### config.mk
export PLATFORM = sky130hd
export DESIGN_NAME = rip_distance_vector_table_top
export DESIGN_NICKNAME = d
export VERILOG_FILES = /design/src/sv/rdvt_pkg.sv /design/src/sv/rdvt_ram.sv /design/src/sv/rdvt_row_unit.sv /design/src/sv/rip_distance_vector_table_top.sv
export SDC_FILE = /design/constraint.sdc
export NUM_CORES = 2
export LEC_CHECK = 0
export ABC_AREA = 1
export BUFFER_PORTS_ARGS = -buffer_cell sky130_fd_sc_hd__buf_2
export CAP_MARGIN = 20
export CORE_MARGIN = 5
export CORE_UTILIZATION = 42
export CTS_CLUSTER_DIAMETER = 100
export DETAILED_ROUTE_END_ITERATION = 16
export PLACE_DENSITY_LB_ADDON = 0.08
export SYNTH_ARGS = -nofsm -noshare
export SYNTH_HDL_FRONTEND = slang
export SYNTH_SLANG_ARGS = --single-unit
### constraint.sdc
create_clock -name i_clk -period 20.6 [get_ports i_clk]
set_clock_uncertainty 0.2 [all_clocks]
set_input_delay 1.03 -clock i_clk [delete_from_list [all_inputs] [get_ports i_clk]]
set_output_delay 1.03 -clock i_clk [all_outputs]
set_load 0.02 [all_outputs]
### src/sv/rdvt_pkg.sv
`timescale 1ns / 1ps
// ----------------------------------------------------------------------------
// rdvt_pkg
// Shared types and constants for the distance-vector route table.
// ----------------------------------------------------------------------------
package rdvt_pkg;

    localparam int TABLE_DEPTH_DEF = 32;
    localparam int PORT_COUNT_DEF  = 4;
    localparam int MAX_RESULTS     = 32;
    localparam int METRIC_W        = 5;
    localparam int AGE_W           = 8;
    localparam int PORT_W          = 2;
    localparam int ADDR_W          = 32;

    localparam logic [METRIC_W-1:0] RESET_INFINITY = 5'd16;
    localparam logic [AGE_W-1:0]    RESET_TIMEOUT  = 8'd20;
    localparam logic [AGE_W-1:0]    AGE_CEIL       = 8'd255;

    // configuration register indexes
    localparam logic CFG_INFINITY = 1'b0;
    localparam logic CFG_TIMEOUT  = 1'b1;

    typedef enum logic [1:0] {
        t_OP_ROUTE = 2'd0,
        t_OP_TICK  = 2'd1,
        t_OP_IFACE = 2'd2,
        t_OP_DUMP  = 2'd3
    } t_opcode;

    typedef enum logic [2:0] {
        S_IDLE,
        S_READ,
        S_EVAL,
        S_APPEND,
        S_EMIT,
        S_DONE
    } t_state;

    // one table row as stored in the RAM
    typedef struct packed {
        logic [ADDR_W-1:0]   dest;
        logic [ADDR_W-1:0]   mask;
        logic [ADDR_W-1:0]   gateway;
        logic [PORT_W-1:0]   port;
        logic [METRIC_W-1:0] metric;
        logic [AGE_W-1:0]    age;
    } t_entry;

    localparam int ENTRY_W = $bits(t_entry);

    // decision of the row update unit
    typedef struct packed {
        logic   wr;       // row rewritten
        logic   changed;  // counts as a table change
        logic   found;    // row matched the prefix
        logic   emit;     // dump lists this row
        t_entry row;
    } t_upd;

endpackage

### src/sv/rdvt_ram.sv
`timescale 1ns / 1ps
// ----------------------------------------------------------------------------
// rdvt_ram
// Generic single-port RAM with registered read.
// ----------------------------------------------------------------------------
module rdvt_ram #(
    parameter int WIDTH = 8,
    parameter int DEPTH = 32
) (
    input  logic                     i_clk,
    input  logic                     i_we,
    input  logic [$clog2(DEPTH)-1:0] i_addr,
    input  logic [WIDTH-1:0]         i_wdata,
    output logic [WIDTH-1:0]         o_rdata
);
    logic [WIDTH-1:0] r_mem [DEPTH];
    logic [WIDTH-1:0] r_rdata;

    always_ff @(posedge i_clk) begin
        if (i_we) begin
            r_mem[i_addr] <= i_wdata;
        end
        r_rdata <= r_mem[i_addr];
    end

    assign o_rdata = r_rdata;
endmodule

### src/sv/rdvt_row_unit.sv
`timescale 1ns / 1ps
// ----------------------------------------------------------------------------
// rdvt_row_unit
// Shared row evaluator: one table row per use, for every opcode.
// ----------------------------------------------------------------------------
module rdvt_row_unit (
    input  rdvt_pkg::t_opcode                 i_op,
    input  logic                              i_up,
    input  logic [rdvt_pkg::ADDR_W-1:0]       i_addr,
    input  logic [rdvt_pkg::ADDR_W-1:0]       i_pmask,
    input  logic [rdvt_pkg::ADDR_W-1:0]       i_sender,
    input  logic [rdvt_pkg::PORT_W-1:0]       i_port,
    input  logic [rdvt_pkg::METRIC_W-1:0]     i_new_metric,
    input  logic [rdvt_pkg::METRIC_W-1:0]     i_inf,
    input  logic [rdvt_pkg::AGE_W-1:0]        i_timeout,
    input  rdvt_pkg::t_entry                  i_row,
    output rdvt_pkg::t_upd                    o_upd
);
    import rdvt_pkg::*;

    logic               pfx_match;
    logic [AGE_W-1:0]   age_inc;

    assign pfx_match = (i_row.dest & i_row.mask) == (i_addr & i_pmask);
    assign age_inc   = (i_row.age < AGE_CEIL) ? i_row.age + 8'd1 : i_row.age;

    always_comb begin
        o_upd     = '0;
        o_upd.row = i_row;
        case (i_op)
            t_OP_ROUTE: begin
                if (pfx_match) begin
                    o_upd.found = 1'b1;
                    if (i_row.port == i_port && i_row.gateway == i_sender) begin
                        o_upd.wr         = 1'b1;
                        o_upd.row.age    = '0;
                        o_upd.row.metric = i_new_metric;
                        o_upd.changed    = i_row.metric != i_new_metric;
                    end else if (i_new_metric < i_row.metric) begin
                        o_upd.wr          = 1'b1;
                        o_upd.changed     = 1'b1;
                        o_upd.row.dest    = i_addr;
                        o_upd.row.mask    = i_pmask;
                        o_upd.row.gateway = i_sender;
                        o_upd.row.port    = i_port;
                        o_upd.row.metric  = i_new_metric;
                        o_upd.row.age     = '0;
                    end
                end
            end
            t_OP_TICK: begin
                o_upd.wr      = 1'b1;
                o_upd.row.age = age_inc;
                if (age_inc > i_timeout && i_row.metric != i_inf) begin
                    o_upd.row.metric = i_inf;
                    o_upd.changed    = 1'b1;
                end
            end
            t_OP_IFACE: begin
                if (!i_up) begin
                    if (i_row.port == i_port && i_row.metric != i_inf) begin
                        o_upd.wr         = 1'b1;
                        o_upd.changed    = 1'b1;
                        o_upd.row.metric = i_inf;
                    end
                end else if (i_row.mask == i_pmask && pfx_match) begin
                    o_upd.wr          = 1'b1;
                    o_upd.changed     = 1'b1;
                    o_upd.found       = 1'b1;
                    o_upd.row.age     = '0;
                    o_upd.row.gateway = '0;
                    o_upd.row.port    = i_port;
                    o_upd.row.metric  = '0;
                end
            end
            t_OP_DUMP: begin
                o_upd.emit = i_row.port != i_port;
            end
            default: begin
                o_upd.wr = 1'b0;
            end
        endcase
    end
endmodule

### src/sv/rip_distance_vector_table_top.sv
`timescale 1ns / 1ps
// ----------------------------------------------------------------------------
// rip_distance_vector_table_top
// Bounded RIP routing table: merges route entries, ages routes on ticks,
// handles interface events and dumps routes with split horizon.
// ----------------------------------------------------------------------------
// Channel   Dir  Handshake                Content
// s_axis    in   s_axis_tvalid/tready     one command item
// m_axis    out  m_axis_tvalid/tready     result items, tlast on the final one
// cfg       in   i_cfg_valid/o_cfg_ready  register index and data
//
// Rows are kept in one RAM and walked by a sequencer: each row passes a read
// state and an evaluate/write state through the shared row unit, and a route
// that qualifies for a dump adds an emit state that waits out any output
// stall. The input stays busy until the walk, the append and the final item
// are done. A dump holds each listed route back until the next one is
// found or the scan ends, so the final route can carry tlast.
// Input is not taken while an item is in progress. Reset clears the count,
// the sequencer and the flags and loads the configuration defaults; row
// contents need no clearing because rows beyond the count are never evaluated.
// ----------------------------------------------------------------------------
module rip_distance_vector_table_top #(
    parameter int TABLE_DEPTH = rdvt_pkg::TABLE_DEPTH_DEF,
    parameter int PORT_COUNT  = rdvt_pkg::PORT_COUNT_DEF
) (
    input  logic         i_clk,
    input  logic         i_rst_n,
    input  logic         s_axis_tvalid,
    output logic         s_axis_tready,
    // tdata: entry_used[0], prefix_address[32:1], prefix_mask[64:33],
    //   advertised_metric[69:65], sender_address[101:70], port_index[103:102],
    //   port_up[104], zero fill up to 111
    input  logic [111:0] s_axis_tdata,
    // tuser: opcode[1:0]
    input  logic [1:0]   s_axis_tuser,
    output logic         m_axis_tvalid,
    input  logic         m_axis_tready,
    // tdata: route_valid[0], route_dest[32:1], route_mask[64:33],
    //   route_next_hop[96:65], route_metric[101:97], table_changed[102],
    //   table_full[103]
    output logic [103:0] m_axis_tdata,
    output logic         m_axis_tlast,
    input  logic         i_cfg_valid,
    output logic         o_cfg_ready,
    input  logic         i_cfg_index,
    input  logic [7:0]   i_cfg_data
);
    import rdvt_pkg::*;

    localparam int IDX_W = $clog2(TABLE_DEPTH);
    localparam int CNT_W = $clog2(TABLE_DEPTH + 1);
    localparam int RES_W = $clog2(MAX_RESULTS + 1);

    // configuration
    logic [METRIC_W-1:0] r_inf;
    logic [AGE_W-1:0]    r_timeout;

    // command fields held for the whole item
    t_opcode             r_op;
    logic                r_used, r_up;
    logic [ADDR_W-1:0]   r_addr, r_pmask, r_sender;
    logic [PORT_W-1:0]   r_port;
    logic [METRIC_W-1:0] r_new_metric;

    t_state              r_state, n_state;
    logic [CNT_W-1:0]    r_count;    // rows in use
    logic [CNT_W-1:0]    r_idx;      // row being walked
    logic [RES_W-1:0]    r_nres;     // dump routes listed
    logic                r_changed, r_full, r_found;

    // output register
    logic                r_ovalid, r_olast;
    logic [103:0]        r_odata;

    // dump route waiting for its successor or the end of the scan
    logic                r_pend;
    logic [103:0]        r_pend_data;

    t_entry              ram_rdata, ram_wdata;
    logic                ram_we;
    logic [IDX_W-1:0]    ram_addr;
    t_upd                upd;

    logic [METRIC_W:0]   adv_inc;
    logic                port_bad;
    logic                in_fire, out_free, out_load;
    logic                need_append;
    t_entry              app_row;

    assign in_fire  = s_axis_tvalid && s_axis_tready;
    assign out_free = !r_ovalid || m_axis_tready;
    assign s_axis_tready = (r_state == S_IDLE);
    assign o_cfg_ready   = 1'b1;

    // a new result item enters the output register
    assign out_load = out_free &&
                      ((r_state == S_EMIT && r_pend && r_nres < RES_W'(MAX_RESULTS)) ||
                       r_state == S_DONE);

    assign adv_inc  = {1'b0, s_axis_tdata[69:65]} + 6'd1;
    assign port_bad = {30'd0, s_axis_tdata[103:102]} >= 32'(PORT_COUNT);

    rdvt_ram #(.WIDTH(ENTRY_W), .DEPTH(TABLE_DEPTH)) u_ram (
        .i_clk   (i_clk),
        .i_we    (ram_we),
        .i_addr  (ram_addr),
        .i_wdata (ram_wdata),
        .o_rdata (ram_rdata)
    );

    rdvt_row_unit u_row (
        .i_op         (r_op),
        .i_up         (r_up),
        .i_addr       (r_addr),
        .i_pmask      (r_pmask),
        .i_sender     (r_sender),
        .i_port       (r_port),
        .i_new_metric (r_new_metric),
        .i_inf        (r_inf),
        .i_timeout    (r_timeout),
        .i_row        (ram_rdata),
        .o_upd        (upd)
    );

    // Appends: a route entry with no match below infinity, or an up event
    // with no matching subnet.
    always_comb begin
        need_append = 1'b0;
        app_row     = '0;
        if (r_op == t_OP_ROUTE && r_used && !r_found && r_new_metric != r_inf) begin
            need_append     = 1'b1;
            app_row.dest    = r_addr;
            app_row.mask    = r_pmask;
            app_row.gateway = r_sender;
            app_row.port    = r_port;
            app_row.metric  = r_new_metric;
        end else if (r_op == t_OP_IFACE && r_up && !r_found) begin
            need_append  = 1'b1;
            app_row.dest = r_addr & r_pmask;
            app_row.mask = r_pmask;
            app_row.port = r_port;
        end
    end

    // next state
    always_comb begin
        n_state = r_state;
        case (r_state)
            S_IDLE: begin
                if (in_fire) begin
                    if (port_bad || (s_axis_tuser == t_OP_ROUTE && !s_axis_tdata[0]))
                        n_state = S_DONE;
                    else
                        n_state = S_READ;
                end
            end
            S_READ: begin
                if (r_idx >= r_count)
                    n_state = S_APPEND;
                else
                    n_state = S_EVAL;
            end
            S_EVAL: begin
                if (r_op == t_OP_DUMP && upd.emit) begin
                    n_state = S_EMIT;
                end else begin
                    n_state = S_READ;
                end
            end
            S_EMIT: begin
                if (out_free) n_state = S_READ;
            end
            S_APPEND: n_state = S_DONE;
            S_DONE: begin
                if (out_free) n_state = S_IDLE;
            end
            default: n_state = S_IDLE;
        endcase
    end

    // RAM controls
    always_comb begin
        ram_we    = 1'b0;
        ram_addr  = r_idx[IDX_W-1:0];
        ram_wdata = upd.row;
        case (r_state)
            S_EVAL: begin
                ram_we = upd.wr;
                ram_addr = IDX_W'(r_idx - CNT_W'(1));
            end
            S_EMIT: begin
                // keep the listed row on the read port while stalled
                ram_addr = IDX_W'(r_idx - CNT_W'(1));
            end
            S_APPEND: begin
                ram_we    = need_append && (r_count < CNT_W'(TABLE_DEPTH));
                ram_wdata = app_row;
                ram_addr  = r_count[IDX_W-1:0];
            end
            default: ram_we = 1'b0;
        endcase
    end

    always_ff @(posedge i_clk) begin
        if (!i_rst_n) begin
            r_state   <= S_IDLE;
            r_count   <= '0;
            r_idx     <= '0;
            r_nres    <= '0;
            r_changed <= 1'b0;
            r_full    <= 1'b0;
            r_found   <= 1'b0;
            r_ovalid  <= 1'b0;
            r_olast   <= 1'b0;
            r_pend    <= 1'b0;
            r_inf     <= RESET_INFINITY;
            r_timeout <= RESET_TIMEOUT;
        end else begin
            r_state <= n_state;
            if (i_cfg_valid) begin
                case (i_cfg_index)
                    CFG_INFINITY: r_inf     <= i_cfg_data[METRIC_W-1:0];
                    CFG_TIMEOUT:  r_timeout <= i_cfg_data;
                    default:      r_inf     <= r_inf;
                endcase
            end
            if (out_load)
                r_ovalid <= 1'b1;
            else if (m_axis_tready)
                r_ovalid <= 1'b0;

            case (r_state)
                S_IDLE: begin
                    r_idx     <= '0;
                    r_nres    <= '0;
                    r_changed <= 1'b0;
                    r_full    <= 1'b0;
                    r_found   <= 1'b0;
                    r_pend    <= 1'b0;
                end
                S_READ: begin
                    if (r_idx < r_count) r_idx <= r_idx + CNT_W'(1);
                end
                S_EVAL: begin
                    if (upd.changed) r_changed <= 1'b1;
                    if (upd.found)   r_found   <= 1'b1;
                end
                S_EMIT: begin
                    if (out_free && r_nres < RES_W'(MAX_RESULTS)) begin
                        // send the held route, hold this one
                        if (r_pend) begin
                            r_olast <= 1'b0;
                            r_odata <= r_pend_data;
                        end
                        r_pend      <= 1'b1;
                        r_pend_data <= {2'b00, ram_rdata.metric, ram_rdata.gateway,
                                        ram_rdata.mask, ram_rdata.dest, 1'b1};
                        r_nres      <= r_nres + RES_W'(1);
                    end
                end
                S_APPEND: begin
                    if (need_append) begin
                        if (r_count < CNT_W'(TABLE_DEPTH)) begin
                            r_count   <= r_count + CNT_W'(1);
                            r_changed <= 1'b1;
                        end else begin
                            r_full <= 1'b1;
                        end
                    end
                end
                S_DONE: begin
                    if (out_free) begin
                        // final item: the held dump route, else the status item
                        r_olast <= 1'b1;
                        r_odata <= r_pend ? r_pend_data : {r_full, r_changed, 102'd0};
                    end
                end
                default: r_idx <= r_idx;
            endcase
        end
    end

    always_ff @(posedge i_clk) begin
        if (in_fire) begin
            r_op         <= t_opcode'(s_axis_tuser);
            r_used       <= s_axis_tdata[0];
            r_addr       <= s_axis_tdata[32:1];
            r_pmask      <= s_axis_tdata[64:33];
            r_sender     <= s_axis_tdata[101:70];
            r_port       <= s_axis_tdata[103:102];
            r_up         <= s_axis_tdata[104];
            r_new_metric <= (adv_inc >= {1'b0, r_inf}) ? r_inf : adv_inc[METRIC_W-1:0];
        end
    end

    assign m_axis_tvalid = r_ovalid;
    assign m_axis_tlast  = r_olast;
    assign m_axis_tdata  = r_odata;
endmodule
==> out/summary.md <==
The run finished with clean final reports. The logs give 0 for the reported max-cap violation count and 0 for the final routed DRC violation total. The run gives 42.2% as the initial core utilization. The critical path's largest stage delay was 900 ps; the final routed wire length divided by cell count was 28.3 um. The logs give 0 for the count of pins over their slew limit and 4015 for the number of clock sinks seen by CTS. Clock tree synthesis selected as its root buffer the cell clkbuf_16. For the hold violation count in the final report, the log shows 0. The path type of the worst min-delay path was input port to flop. After clock tree synthesis, the setup repair step added 0 buffers. In this run the count of I/O pins placed on the die edge is 236. The signal on the critical path passes through inv_1, nor2_1, inv_1, nor2_1, nand2_2, buf_4, nand2_2, nand2_1, nor2_1, inv_1, nand2_1, nand2_1, nor2_4, buf_4, buf_4, buf_4. The count of port buffers added during placement was 227. After filler insertion, the fill cell instance count of the layout stands at 31700. The tools report the later-pin clock latency in the skew report as 990 ps. Setup repair after global routing left no endpoint under its margin.

On the critical path the largest part of the delay comes from simple AND/OR/NAND/NOR gates. After clock tree synthesis, the clock-pin slew on the worst setup and hold paths is 60 ps. TritonCTS built the clock tree. The run gives 0 as the residual overflow from global routing. After synthesis, the share of flip-flops with an asynchronous set or reset is 0%. The tools report the number of global-route vias before repair as 95500. Number of gates on the worst path with buffers counted: 16. The net count after synthesis is 12600. The slew at the pin closest to its max-slew limit was 1230 ps. The tools report the worst hold path startpoint as s_axis_tdata[24].

The power density over the cells is 125 mW/mm^2. After synthesis, flip-flops and latches occupy 76.9% of the total area. Of the total power, the clock network draws 34.6%. For the total number of yosys warnings, the log shows 0. The logs give 6.50 mW for the power spent charging and discharging nets and 426 for the CTS buffer count. For this design the static power due to leakage is 62.6 nW. The number of cells on the worst hold path is 1. The logs give 9803 for the detailed router's first-iteration violation count and 4 for the number of buffers on the longest clock path. Of the total power, the share spent switching nets is 29.2%. The H-tree was split into 5 levels.

Dividing the final minimum period by the clock period gives 37.7%. Critical path launch point: r_op[1]$_DFFE_PP_. The relative contribution of sequential cells to total power came out at 47.2%. The most frequent cell on the critical path is buf_4. The finished layout holds 18000 standard cells, fillers aside.

The placer congestion estimate came out at 0.866. The number of iterations in the first detailed-routing pass is 8. Across the VDD grid, the largest voltage drop is 0.000112 V.

The tools report the via count of the routed design as 99100. The sum of negative setup slack was 0 ps; the mean cell area of the mapped netlist was 12.4 sq um. STA classifies the critical path startpoint as a flop.

The internal portion of the total power is 15.7 mW. In this run the core area contains 222 standard-cell rows. The post-DP HPWL was 263000 um. The number of register bits inferred by synthesis was 4015; the final wirelength was 510000 um. The shortest period the worst path allows is 7770 ps, and the cell total after placement is 17100. In this run, the combinational gates consume 18.2% of the power. The first global-routing pass estimated 713000 um of wire. Once layout is complete, the utilization of the core stands at 48.4%.

For this run, the top clock speed supported by timing is 0.129 GHz. The minimum setup slack after placement is 12380 ps, and the overall die width is 617 um. The via count normalized by instance count came out at 5.49. For the worst flop-to-flop path, the logic depth is 16.

The post-route worst setup slack was 12830 ps. The share of cells above drive strength 1 was 9.13%. The final net count was 13000. After synthesis the cells add up to 0.155 sq mm.

The die footprint was 0.381 sq mm; the number of antenna violations at the first check in global routing was 22. Entering global routing, the biggest net connects 158 pins. Vertical die dimension: 617 um.

The count of nets left with antenna violations once routing finished came out at 0. The tools report the total track usage as 26.1%. The largest individual stage delay along the critical path comes from the cell buf_4. In this run the tightest slew margin relative to its limit is 17.9%.

The area of the core region is 0.366 sq mm, and the critical path buffer and inverter count is 7. The worst register-to-register path begins at r_op[1]$_DFFE_PP_. Synthesis instantiated 45 different standard cells from the library. The worst setup path is of the flop to flop kind. The cell count after synthesis came out at 12400.

The final setup violation count is 0. The required time of the worst setup path is 20990 ps. The arrival time of data at the critical path endpoint was 8160 ps; the synthesis-to-layout area growth was 14.6%. The worst setup path is captured at a flop. In this run the worst path has a maximum fanout of 34.

The number of synthesized flops with an enable pin was 3864. The most used flip-flop cell after synthesis was edfxtp_1.
per-stage QoR:
| step | power [mW] | instance area, sq um | hold slack [ps] |
|---|---|---|---|
| finish | 22.2 | 177000 | 75.8 |
| global route | 23.1 | 177000 | 26.7 |
| CTS | 22.2 | 176000 | 0.483 |
| detailed placement | 14.5 | 162000 | 266 |
| global placement | 14.4 | 162000 | 250 |
| floorplan | 12.8 | 155000 | 230 |
cell usage after synthesis (2+ instances only):
cell / instances / area share [%]
clkbuf_1: 276 / 0.67
dfxtp_1: 151 / 2.0
o21ai_0: 106 / 0.34
o211ai_2: 2 / 0.016
nand3b_1: 4 / 0.019
o21a_1: 2 / 0.0097
nor3_2: 8 / 0.052
nand2_1: 5606 / 14
a21oi_1: 48 / 0.16
o211ai_1: 71 / 0.34
ha_1: 30 / 0.24
nor3_1: 11 / 0.036
o21ai_1: 2 / 0.0065
o31ai_1: 2 / 0.0097
o22ai_1: 4 / 0.016
nand3_1: 150 / 0.49
nand4_1: 904 / 3.7
inv_1: 316 / 0.77
buf_4: 5 / 0.024
nor2_1: 480 / 1.2
nor3b_1: 4 / 0.019
xnor2_1: 33 / 0.19
buf_2: 256 / 0.83
a31oi_1: 2 / 0.0081
buf_1: 19 / 0.046
nor2_2: 2 / 0.0081
edfxtp_1: 3864 / 75
inv_2: 19 / 0.046
a21oi_2: 2 / 0.011
xor2_1: 36 / 0.20
sequential cells by signal (all words and copies together), names as in the netlist, 8 cells and up:
signal / flops
m_axis_tdata: 104
r_addr: 32
r_pend_data: 101
r_pmask: 32
r_sender: 32
r_timeout: 8
u_ram.o_rdata: 111
u_ram.r_mem: 3552
power by group through the flow:
stage                     sequential (mW)  clock [mW]  combinational (mW)
after floorplan                      10.5           0                2.28
after global placement               10.7           0                3.73
after detailed placement             10.7           0                3.82
after CTS                            10.5        7.82                3.83
after global routing                 10.5        8.19                4.42
final                                10.5        7.70                4.04
routing by layer:
layer	track usage [%]	wire, um	up-vias
li1	-	-	44000
met1	35.1	211000	50700
met2	43.6	245000	3611
met3	3.34	32500	760
met4	9.91	21000	2
met5	0.0758	38	-
logic make-up (layout without fill, tap and decap cells):
| family | after synthesis | after routing | share of synthesized area, % |
|---|---|---|---|
| and+or+nand+nor | 7175 | 7175 | 19.1 |
| DFF | 4015 | 4015 | 76.9 |
| buffers and inverters | 892 | 1645 | 2.38 |
| AOI/OAI and AO/OA | 246 | 246 | 0.954 |
| xor gates and xnor gates | 69 | 69 | 0.391 |
| adders and majority gates | 30 | 30 | 0.243 |
| muxes | 2 | 2 | 0.0137 |
| other | 1 | 32 | 0.00242 |
cells in the final DEF, fill, tap and decap left out, drive strengths merged, types with 141 or more instances in the layout:
cell    Yosys  final
nand2    5607   5607
edfxtp   3864   3864
nand4     904    904
clkbuf    276    584
buf       280    486
nor2      482    482
inv       335    345
dfxtp     151    151
nand3     150    150
clkinv      1    141
layout make-up:
| type | count | area, sq um | area share [%] |
|---|---|---|---|
| Multi-Input combinational cell | 7523 | 32400 | 18.3 |
| Clock buffer | 584 | 11800 | 6.65 |
| Antenna cell | 31 | 77.6 | 0.0437 |
| Inverter | 336 | 1280 | 0.723 |
| Timing Repair Buffer | 519 | 4480 | 2.53 |
| Tap cell | 4816 | 6030 | 3.40 |
| Sequential cell | 4015 | 119000 | 67.1 |
| Clock inverter | 206 | 2270 | 1.28 |
worst paths after layout:
path                            slack [ps]                            end
worst max-delay path                 12830  u_ram.r_mem[12][79]$_DFFE_PP_
worst min-delay path                    80           r_addr[23]$_DFFE_PP_
worst max register to register       12830  u_ram.r_mem[12][79]$_DFFE_PP_
worst min register to register         270      r_timeout[6]$_SDFFE_PN0P_
what timing repair did:
action / CTS / global route
hold buffers: 33 / 0
gates resized for setup: 0 / 0
setup endpoints to repair: 0 / 0
endpoints found under the hold margin: 33 / 0
Power figures use the tool's default switching activity.
